## src/rtl/ttst_pkg.sv

```systemverilog
// shared types, constants and string rom for the template tag translator
package ttst_pkg;

  // wrapper strings the back end can expand
  typedef enum logic [2:0] {
    STR_NONE,
    STR_OPEN_LIT,
    STR_CLOSE_TAG,
    STR_CLOSE_END,
    STR_OPEN_EXPR,
    STR_CLOSE_EXPR
  } str_id_t;

  // one request from the parser: a wrapper string followed by up to two bytes
  typedef struct packed {
    str_id_t    str;
    logic [1:0] n_chars;
    logic [7:0] c0;
    logic [7:0] c1;
  } cmd_t;

  localparam int CMD_W = $bits(cmd_t);

  localparam logic [7:0] CH_TAB = 8'h09;
  localparam logic [7:0] CH_NL  = 8'h0A;
  localparam logic [7:0] CH_VT  = 8'h0B;
  localparam logic [7:0] CH_FF  = 8'h0C;
  localparam logic [7:0] CH_CR  = 8'h0D;
  localparam logic [7:0] CH_SP  = 8'h20;
  localparam logic [7:0] CH_LT  = 8'h3C;
  localparam logic [7:0] CH_EQ  = 8'h3D;
  localparam logic [7:0] CH_GT  = 8'h3E;
  localparam logic [7:0] CH_QM  = 8'h3F;

  localparam int ROM_DEPTH = 32;
  localparam int ROM_AW    = $clog2(ROM_DEPTH);

  // all wrapper strings packed back to back
  localparam logic [7:0] STR_ROM [ROM_DEPTH] = '{
    8'h70, 8'h72, 8'h69, 8'h6E, 8'h74, 8'h28, 8'h5B, 8'h3D, 8'h3D, 8'h5B, 8'h0A,
    8'h5D, 8'h3D, 8'h3D, 8'h5D, 8'h29, 8'h0A,
    8'h0A, 8'h5D, 8'h3D, 8'h3D, 8'h5D, 8'h29,
    8'h70, 8'h72, 8'h69, 8'h6E, 8'h74, 8'h28,
    8'h29, 8'h0A,
    8'h00
  };

  function automatic logic [3:0] str_len(input str_id_t id);
    logic [3:0] r;
    unique case (id)
      STR_OPEN_LIT:   r = 4'd11;
      STR_CLOSE_TAG:  r = 4'd6;
      STR_CLOSE_END:  r = 4'd6;
      STR_OPEN_EXPR:  r = 4'd6;
      STR_CLOSE_EXPR: r = 4'd2;
      default:        r = 4'd0;
    endcase
    return r;
  endfunction

  function automatic logic [ROM_AW-1:0] str_base(input str_id_t id);
    logic [ROM_AW-1:0] r;
    unique case (id)
      STR_OPEN_LIT:   r = ROM_AW'(0);
      STR_CLOSE_TAG:  r = ROM_AW'(11);
      STR_CLOSE_END:  r = ROM_AW'(17);
      STR_OPEN_EXPR:  r = ROM_AW'(23);
      STR_CLOSE_EXPR: r = ROM_AW'(29);
      default:        r = ROM_AW'(31);
    endcase
    return r;
  endfunction

endpackage

```

## src/rtl/ttst_front.sv

```systemverilog
// parser front end: tracks tag state and maps each item to at most one request
module ttst_front (
  input  logic          clk,
  input  logic          rst,
  input  logic          accept,
  input  logic          kind,
  input  logic [7:0]    char_in,
  output logic          cmd_valid,
  output ttst_pkg::cmd_t cmd
);
  import ttst_pkg::*;

  typedef enum logic [3:0] {
    S_DEFAULT, S_LIT, S_LIT_LT, S_LIT_BLANK, S_LT,
    S_TAG, S_EXPR, S_EXPR_Q, S_STMT, S_STMT_Q
  } state_t;

  state_t state, state_next;
  logic   has_out;
  logic   blank, space;

  assign blank = (char_in == CH_SP) || (char_in == CH_TAB);
  assign space = blank || (char_in == CH_NL) || (char_in == CH_VT) ||
                 (char_in == CH_FF) || (char_in == CH_CR);

  always_comb begin
    state_next  = state;
    has_out     = 1'b0;
    cmd.str     = STR_NONE;
    cmd.n_chars = 2'd0;
    cmd.c0      = char_in;
    cmd.c1      = char_in;
    if (kind) begin
      if (state == S_LIT || state == S_LIT_BLANK) begin
        has_out = 1'b1;
        cmd.str = STR_CLOSE_END;
      end
      state_next = S_DEFAULT;
    end else begin
      unique case (state)
        S_LIT: begin
          if (char_in == CH_LT) begin
            state_next = S_LIT_LT;
          end else if (blank) begin
            has_out     = 1'b1;
            cmd.n_chars = 2'd1;
            cmd.c0      = CH_SP;
            state_next  = S_LIT_BLANK;
          end else begin
            has_out     = 1'b1;
            cmd.n_chars = 2'd1;
          end
        end
        S_LIT_BLANK: begin
          if (char_in == CH_LT) begin
            state_next = S_LIT_LT;
          end else if (!blank) begin
            has_out     = 1'b1;
            cmd.n_chars = 2'd1;
            state_next  = S_LIT;
          end
        end
        S_LIT_LT: begin
          has_out = 1'b1;
          if (char_in == CH_QM) begin
            cmd.str    = STR_CLOSE_TAG;
            state_next = S_TAG;
          end else begin
            cmd.n_chars = 2'd2;
            cmd.c0      = CH_LT;
            state_next  = S_LIT;
          end
        end
        S_LT: begin
          if (char_in == CH_QM) begin
            state_next = S_TAG;
          end else begin
            has_out     = 1'b1;
            cmd.str     = STR_OPEN_LIT;
            cmd.n_chars = 2'd2;
            cmd.c0      = CH_LT;
            state_next  = S_LIT;
          end
        end
        S_TAG: begin
          has_out = 1'b1;
          if (char_in == CH_EQ) begin
            cmd.str    = STR_OPEN_EXPR;
            state_next = S_EXPR;
          end else begin
            cmd.n_chars = 2'd1;
            state_next  = S_STMT;
          end
        end
        S_EXPR, S_STMT: begin
          if (char_in == CH_QM) begin
            state_next = (state == S_EXPR) ? S_EXPR_Q : S_STMT_Q;
          end else begin
            has_out     = 1'b1;
            cmd.n_chars = 2'd1;
          end
        end
        S_EXPR_Q: begin
          has_out = 1'b1;
          if (char_in == CH_GT) begin
            cmd.str    = STR_CLOSE_EXPR;
            state_next = S_DEFAULT;
          end else begin
            cmd.n_chars = 2'd2;
            cmd.c0      = CH_QM;
            state_next  = S_EXPR;
          end
        end
        S_STMT_Q: begin
          has_out = 1'b1;
          if (char_in == CH_GT) begin
            cmd.n_chars = 2'd1;
            cmd.c0      = CH_NL;
            state_next  = S_DEFAULT;
          end else begin
            cmd.n_chars = 2'd2;
            cmd.c0      = CH_QM;
            state_next  = S_STMT;
          end
        end
        default: begin
          if (char_in == CH_LT) begin
            state_next = S_LT;
          end else if (!space) begin
            has_out     = 1'b1;
            cmd.str     = STR_OPEN_LIT;
            cmd.n_chars = 2'd1;
            state_next  = S_LIT;
          end else begin
            state_next = S_DEFAULT;
          end
        end
      endcase
    end
  end

  assign cmd_valid = accept && has_out;

  always_ff @(posedge clk) begin
    if (rst) begin
      state <= S_DEFAULT;
    end else if (accept) begin
      state <= state_next;
    end
  end

endmodule

```

## src/rtl/ttst_queue.sv

```systemverilog
// small register queue between parser and byte expander
module ttst_queue #(
  parameter int WIDTH = 8,
  parameter int DEPTH = 4
) (
  input  logic             clk,
  input  logic             rst,
  input  logic             wr_en,
  input  logic [WIDTH-1:0] wr_data,
  output logic             full,
  input  logic             rd_en,
  output logic             rd_valid,
  output logic [WIDTH-1:0] rd_data
);
  localparam int PTR_W = (DEPTH > 1) ? $clog2(DEPTH) : 1;
  localparam int CNT_W = $clog2(DEPTH + 1);

  logic [WIDTH-1:0] mem [DEPTH];
  logic [PTR_W-1:0] wr_ptr, rd_ptr;
  logic [CNT_W-1:0] count;
  logic             do_wr, do_rd;

  assign full     = (count == CNT_W'(DEPTH));
  assign rd_valid = (count != '0);
  assign rd_data  = mem[rd_ptr];
  assign do_wr    = wr_en && !full;
  assign do_rd    = rd_en && rd_valid;

  always_ff @(posedge clk) begin
    if (do_wr) begin
      mem[wr_ptr] <= wr_data;
    end
  end

  always_ff @(posedge clk) begin
    if (rst) begin
      wr_ptr <= '0;
      rd_ptr <= '0;
      count  <= '0;
    end else begin
      if (do_wr) begin
        wr_ptr <= (wr_ptr == PTR_W'(DEPTH - 1)) ? '0 : wr_ptr + PTR_W'(1);
      end
      if (do_rd) begin
        rd_ptr <= (rd_ptr == PTR_W'(DEPTH - 1)) ? '0 : rd_ptr + PTR_W'(1);
      end
      if (do_wr && !do_rd) begin
        count <= count + CNT_W'(1);
      end else if (do_rd && !do_wr) begin
        count <= count - CNT_W'(1);
      end
    end
  end

endmodule

```

## src/rtl/ttst_back.sv

```systemverilog
// back end: expands queued requests into script bytes, one per cycle while pop is high
module ttst_back (
  input  logic           clk,
  input  logic           rst,
  input  logic           head_valid,
  input  ttst_pkg::cmd_t head,
  output logic           head_pop,
  input  logic           pop,
  output logic           empty,
  output logic [7:0]     char_out,
  output logic           last
);
  import ttst_pkg::*;

  logic [3:0]        idx;
  logic [3:0]        len;
  logic [3:0]        total;
  logic [ROM_AW-1:0] rom_addr;
  logic [7:0]        byte_sel;
  logic              byte_last;
  logic              out_valid;
  logic              load;

  assign len      = str_len(head.str);
  assign total    = len + {2'b00, head.n_chars};
  assign rom_addr = str_base(head.str) + {1'b0, idx};

  always_comb begin
    if (idx < len) begin
      byte_sel = STR_ROM[rom_addr];
    end else if (idx == len) begin
      byte_sel = head.c0;
    end else begin
      byte_sel = head.c1;
    end
  end

  assign byte_last = (idx == total - 4'd1);
  assign empty     = !out_valid;
  assign load      = head_valid && (!out_valid || pop);
  assign head_pop  = load && byte_last;

  always_ff @(posedge clk) begin
    if (rst) begin
      out_valid <= 1'b0;
      idx       <= '0;
    end else begin
      if (load) begin
        out_valid <= 1'b1;
        idx       <= byte_last ? 4'd0 : idx + 4'd1;
      end else if (pop) begin
        out_valid <= 1'b0;
      end
    end
  end

  always_ff @(posedge clk) begin
    if (load) begin
      char_out <= byte_sel;
      last     <= byte_last;
    end
  end

endmodule

```

## src/rtl/template_tag_to_script_translator.sv

```systemverilog
// top level of the template tag to script translator
// Template bytes go in through a queue-style port: push with kind and
// char_in, accepted when push is high and full is low. Script bytes come out
// the same way: char_out and last are valid while empty is low and are taken
// when pop is high. last marks the final byte produced for one input item.
// The parser takes one item per cycle while full is low and queues a request
// for each item that produces bytes in a QUEUE_DEPTH-entry queue; the
// expander reads the queue and sends one byte per cycle while pop is high,
// built from a string rom and the request. Throughput is one item per cycle
// while items produce at most one byte each and pop stays high; a longer
// item (up to thirteen bytes) holds the expander until its last byte is
// loaded, and full rises once the queue fills behind it. Items that produce
// no bytes never enter the queue. When pop stays low the output register
// holds its byte and the queue absorbs up to QUEUE_DEPTH more requests
// before full.
// Reset clears the parser to its default state and empties the queue and
// output register; no item is lost or created by stalls on either side.
module template_tag_to_script_translator #(
  parameter int QUEUE_DEPTH = 4
) (
  input  logic       clk,
  input  logic       rst,
  input  logic       push,
  output logic       full,
  input  logic       kind,
  input  logic [7:0] char_in,
  output logic       empty,
  input  logic       pop,
  output logic [7:0] char_out,
  output logic       last
);
  import ttst_pkg::*;

  logic accept;
  logic cmd_valid;
  cmd_t cmd;
  logic head_valid;
  logic head_pop;
  cmd_t head;
  logic [CMD_W-1:0] head_bits;

  assign accept = push && !full;
  assign head   = cmd_t'(head_bits);

  ttst_front u_front (
    .clk       (clk),
    .rst       (rst),
    .accept    (accept),
    .kind      (kind),
    .char_in   (char_in),
    .cmd_valid (cmd_valid),
    .cmd       (cmd)
  );

  ttst_queue #(
    .WIDTH (CMD_W),
    .DEPTH (QUEUE_DEPTH)
  ) u_queue (
    .clk      (clk),
    .rst      (rst),
    .wr_en    (cmd_valid),
    .wr_data  (cmd),
    .full     (full),
    .rd_en    (head_pop),
    .rd_valid (head_valid),
    .rd_data  (head_bits)
  );

  ttst_back u_back (
    .clk        (clk),
    .rst        (rst),
    .head_valid (head_valid),
    .head       (head),
    .head_pop   (head_pop),
    .pop        (pop),
    .empty      (empty),
    .char_out   (char_out),
    .last       (last)
  );

endmodule

```

## config.mk

```make
export PLATFORM = sky130hd
export DESIGN_NAME = template_tag_to_script_translator
export DESIGN_NICKNAME = d
export VERILOG_FILES = /design/src/rtl/ttst_pkg.sv /design/src/rtl/ttst_front.sv /design/src/rtl/ttst_queue.sv /design/src/rtl/ttst_back.sv /design/src/rtl/template_tag_to_script_translator.sv
export SDC_FILE = /design/constraint.sdc
export NUM_CORES = 1
export LEC_CHECK = 0
export ABC_AREA = 0
export BUFFER_PORTS_ARGS = -buffer_cell sky130_fd_sc_hd__buf_2
export CORE_MARGIN = 2
export CORE_UTILIZATION = 40
export CTS_CLUSTER_SIZE = 8
export DETAILED_ROUTE_END_ITERATION = 6
export SKIP_CTS_REPAIR_TIMING = 1
export SLEW_MARGIN = 25
export SYNTH_ARGS = -nofsm -noshare
export SYNTH_HDL_FRONTEND = slang
export SYNTH_SLANG_ARGS = --single-unit
```

## constraint.sdc

```tcl
create_clock -name clk -period 6.5 [get_ports clk]
set_input_delay 1.3 -clock clk [delete_from_list [all_inputs] [get_ports clk]]
set_output_delay 1.3 -clock clk [all_outputs]
set_load 0.01 [all_outputs]
```

# Word-level counts from Yosys, hierarchy flattened
# Memories as Yosys holds them, arrays and structs flattened. A register that Yosys moved wholly into a read port is not among the register bits.
# Cells that the tools add are included.
# op_classes
addsub	8
n_lt_le_gt_ge	2
n_eq_ne	32
mux	61
n_bitwise	1
n_reduce_logical	29
# op_table
operator	n
$eq A8 B4 Y1 const B	5
$eq A8 B6 Y1 const B	5
$mux W10	4
$mux W4	10
$mux W8	5
$pmux W8 S5	1
$pmux W4 S7	1
$mux W3	9
$pmux W5 S5	1
$eq A4 B3 Y1 const B	4
$mux W1	16
$pmux W2 S8	1
$pmux W3 S5	1
$mux W2	7
$pmux W4 S3	1
$mux W11	1
$eq A3 B3 Y1 const B	3
$mux W9	1
$eq A4 B2 Y1 const B	2
$eq A4 B4 Y1	2
$eq A4 B4 Y1 const B	2
$logic_and A1 B1 Y1	8
$logic_or A1 B1 Y1	7
$eq A3 B2 Y1 const B	2
26 further kinds	34
# totals
reg_bits	25
mem_bits_rw	84
romBits	256
input_bits	13
out_inout_bits	11
wordCells	143
n_memories	2
# mem_list
memory	words	width	read_ports	rd_ports_with_merged_regs	wr	line	source
(name not given)	32	8	1	0	0	ttst_back.sv:30	byte_sel = STR_ROM[rom_addr];
u_queue.mem	4	21	1	1	1	ttst_queue.sv:18	logic [WIDTH-1:0] mem [DEPTH];

# Logic depth before layout (Yosys ltp)
# depth
ltp_word	16
mapped_depth	21
ltp_nobuf	20

# Modules after synthesis
# From an unflattened synthesis, not the netlist that was laid out.
# hier_totals
cells_unflattened	529
hier_area_um2	6478.7
# by_module_without_submodules
mod	n_inst	cells_each	area_each_um2	seq_area_each_um2
ttst_queue	1	159	3538.4	2702.6
ttst_back	1	215	1859.3	370.4
ttst_front	1	154	1067.3	80.1
template_tag_to_script_translator	1	1	13.8	0.0

# Least setup slack after synthesis
# Ideal clock, no wire load.
# synth_timing
kind	register to register
startpoint	register with a tool-made name
endpoint	register u_queue.count[2]
setup_time_ns	0.070
arrival_ns	4.297
required_time_ns	6.430
path_slack_ns	2.133
stages_incl_launch_ff	22
period_less_slack_ns	4.367
cell_sequence	dfxtp_1 buf_6 mux4_2 nor2_4 inv_1 o21ai_0 ha_1 inv_1 ha_1 inv_1 fa_1 xnor2_1 xnor2_2 xnor2_1 nor4_2 nand2_2 ha_1 inv_1 fa_1 xor2_1 or3_1 a21oi_1
# synth_rtl
element	line	source
to (signal assigned)	ttst_queue.sv:48	count <= count + CNT_W'(1);
to (signal assigned)	ttst_queue.sv:50	count <= count - CNT_W'(1);
to (decl)	ttst_queue.sv:20	logic [CNT_W-1:0] count;

==> results by group <==
Yosys
  – Net count after synthesis: 530
  – Sequential element share of the synthesized area: 52.6%
  – Post-Syn Area: 0.00600 sq mm
  – Synth area leader: edfxtp_1
  – Main flop type after synthesis: edfxtp_1
  – Mapped Cells: 486
  – EDFF count, synth: 93
  – Synth unique cells: 64
  – Syn_area_per_cell: 12.3 sq um
  – YS warnings: 0
  – Synthesized flop and latch total: 111
  – Yosys top cell area share: 46.6%
  – Asr flop ratio synth: 0%
  – Synth top area cells: edfxtp_1 47%, mux4_2 6.4%, dfxtp_1 6.0%
  – Count leader, synth: edfxtp_1
  – Synth top cells by count: 93 x edfxtp_1, 36 x nand2_1, 35 x nor2_1

Worst setup path
  – Worst Path Max Fanout: 13
  – CP peak stage delay: 840 ps
  – CP startpoint kind: flop
  – CP endpoint kind: flop
  – Crit path required time: 6790 ps
  – R2R setup slack: 1370 ps
  – CP max stage cell: mux4_1
  – R2R Path End: u_queue.count[2]
  – Worst R2R Path Depth: 18
  – Worst-path cell chain: mux4_1 > o21ai_0 > ha_1 > inv_1 > ha_1 > inv_1 > fa_1 > xnor2_1 > xnor2_2 > xnor2_1 > nor4_2 > nand2_2 > ha_1 > inv_1 > fa_1 > xor2_1 > or3_1 > a21oi_1
  – CP Class: flop to flop
  – CP arrival: 5420 ps

Placed design
  – Inst Count DP: 673
  – DPL Wire Length: 8.35 mm
  – IO buf count: 23
  – Placer congestion estimate: 0.840

Cells and area
  – N_diodes: 0
  – Layout cells sized above 1: 15.4%
  – Layout Cells excl Fill: 689
  – Net count, final: 544
  – Area growth from synthesis to layout: 9.45%

Floorplanning
  – # IOs: 24
  – Initial cell density of the core: 41.1%
  – Die height: 126 um
  – Core area: 0.0146 sq mm
  – Die W: 126 um
  – Die area: 0.0160 sq mm
  – Rows: 44

Routing
  – Vias: 3829
  – Top Layer Used: met4
  – Total Wirelength: 11.9 mm
  – Initial DRC Count: 208
  – Wire length on met3: 400 um
  – Final antenna-violating net count: 0
  – First-pass iteration count of the detailed router: 5
  – Drc violations: 0
  – M1 WL: 5.44 mm
  – WL per Instance: 17.2 um
  – WL met2: 5.77 mm
  – Via density: 5.56

Global routing
  – Largest net degree at the start of global routing: 22
  – GRT Util Overall: 15.8%
  – Total congestion overflow: 0
  – Vias in the first global route: 3822
  – Initial antenna violation count: 0
  – First-pass GRT wire length: 19.8 mm

Timing
  – Setup-failing EPs final: 0
  – Fin. max-slew vios: 0
  – Fin crit period: 5130 ps
  – Slew @ Worst Pin: 879 ps
  – Final number of hold-violating endpoints: 0
  – Period utilisation layout: 78.9%
  – Clock skew: 9.82 ps
  – Unrepaired setup endpoints after global routing: no
  – Relative slew margins: 41.4%
  – Final TNS setup: 0 ps
  – Max Fclk: 195 MHz

Clock network
  – Worst-case clock buffer depth: 2
  – Worst-path clk slew: 70 ps
  – CTS tree: yes
  – Num Clock Sinks: 111
  – Worst skew pair latency: 360 ps
  – H-tree level count: 3
  – Root Driver: clkbuf_16
  – CTS buffer count: 9

Power
  – Leakage power: 2.40 nW
  – Max VDD drop: 159 uV
  – Power Density: 396 mW/mm^2

Min path
  – Hold Crit Depth: 2
  – Min-delay worst type: flop to flop
  – Hold endpoint: u_back.out_valid
  – Hold_sp: u_back.out_valid

Outcome
  – Status: finished clean

Run
  – Max-cap violations: 0
-- cell families (layout without fill, tap and decap cells) --
kind of cell    Yosys count  after routing  share of synthesized area [%]
flops                   111            111                           52.6
compound gates           91             91                           10.1
simple gates            137            137                           11.5
mux                      45             45                           12.4
buf+inv                  52             71                           3.53
xor+xnor                 19             19                           3.03
fa+ha+maj                31             31                           6.84
-- metal layers --
metal,global-route usage [%],up-vias
li1,-,1853
met1,20.9,1880
met2,25.8,76
met3,3.04,20
met4,6.46,0
met5,0,-
-- per-stage QoR --
step	total power, W	util (%)	cell area [sq um]	hold slack [ps]	worst slack [ps]
3_3_place_gp	0.00207	42.9	6260	467	1570
3_5_place_dp	0.00209	43.0	6270	481	1320
2_1_floorplan	0.00183	-	6000	451	2130
4_1_cts	0.00263	45.0	6560	498	1280
5_1_grt	0.00281	45.0	6560	543	844
6_report	0.00260	45.0	6560	489	1370
-- report_power, final --
group,switching [W],internal (W),leakage [nW]
Sequential,0.0000537,0.000903,1.00
Clock,0.000265,0.000268,0.140
Combinational,0.000641,0.000470,1.25
-- critical path: cells and delay by family, from the launching register on --
kind	cells	cell delay [ps]
compound gates	2	520
fa+ha+maj	5	1430
xor+xnor	4	730
simple gates	3	510
buf+inv	3	170
flops	1	830
mux	1	840
-- state kept, by name, indices dropped and copies added, names as in the netlist, named ones only --
register / count
u_queue.mem: 84
u_back.char_out: 8
u_back.idx: 4
u_front.state: 4
u_queue.count: 3
u_queue.rd_ptr: 2
u_queue.wr_ptr: 2
u_back.last: 1
u_back.out_valid: 1
-- worst max path at each step --
stage / cells after the start / end
detailed placement: 18 / u_queue.count[2]
global placement: 18 / u_queue.count[2]
finish: 18 / u_queue.count[2]
global route: 20 / u_queue.count[2]
CTS: 18 / u_queue.count[2]
floorplan: 21 / u_queue.count[2]
-- layout make-up --
class,count,area (sq um)
fillers,1297,8030
flip-flops and latches,111,3150
multi-input cells,323,2640
well taps,184,230
clock buffers,9,225
repair buffers,27,145
inverters,28,105
clock inverters,7,63.8
-- layout by cell type, fill, tap and decap left out, types with 11 or more instances in the layout --
cell	count
mux2i_1	22
nor2b_1	11
inv_1	28
mux4_2	17
nor2_1	35
a21oi_1	30
buf_2	23
ha_1	28
o21ai_0	14
nand2_1	36
edfxtp_1	93
dfxtp_1	18
(Power assumes the default switching activity.)
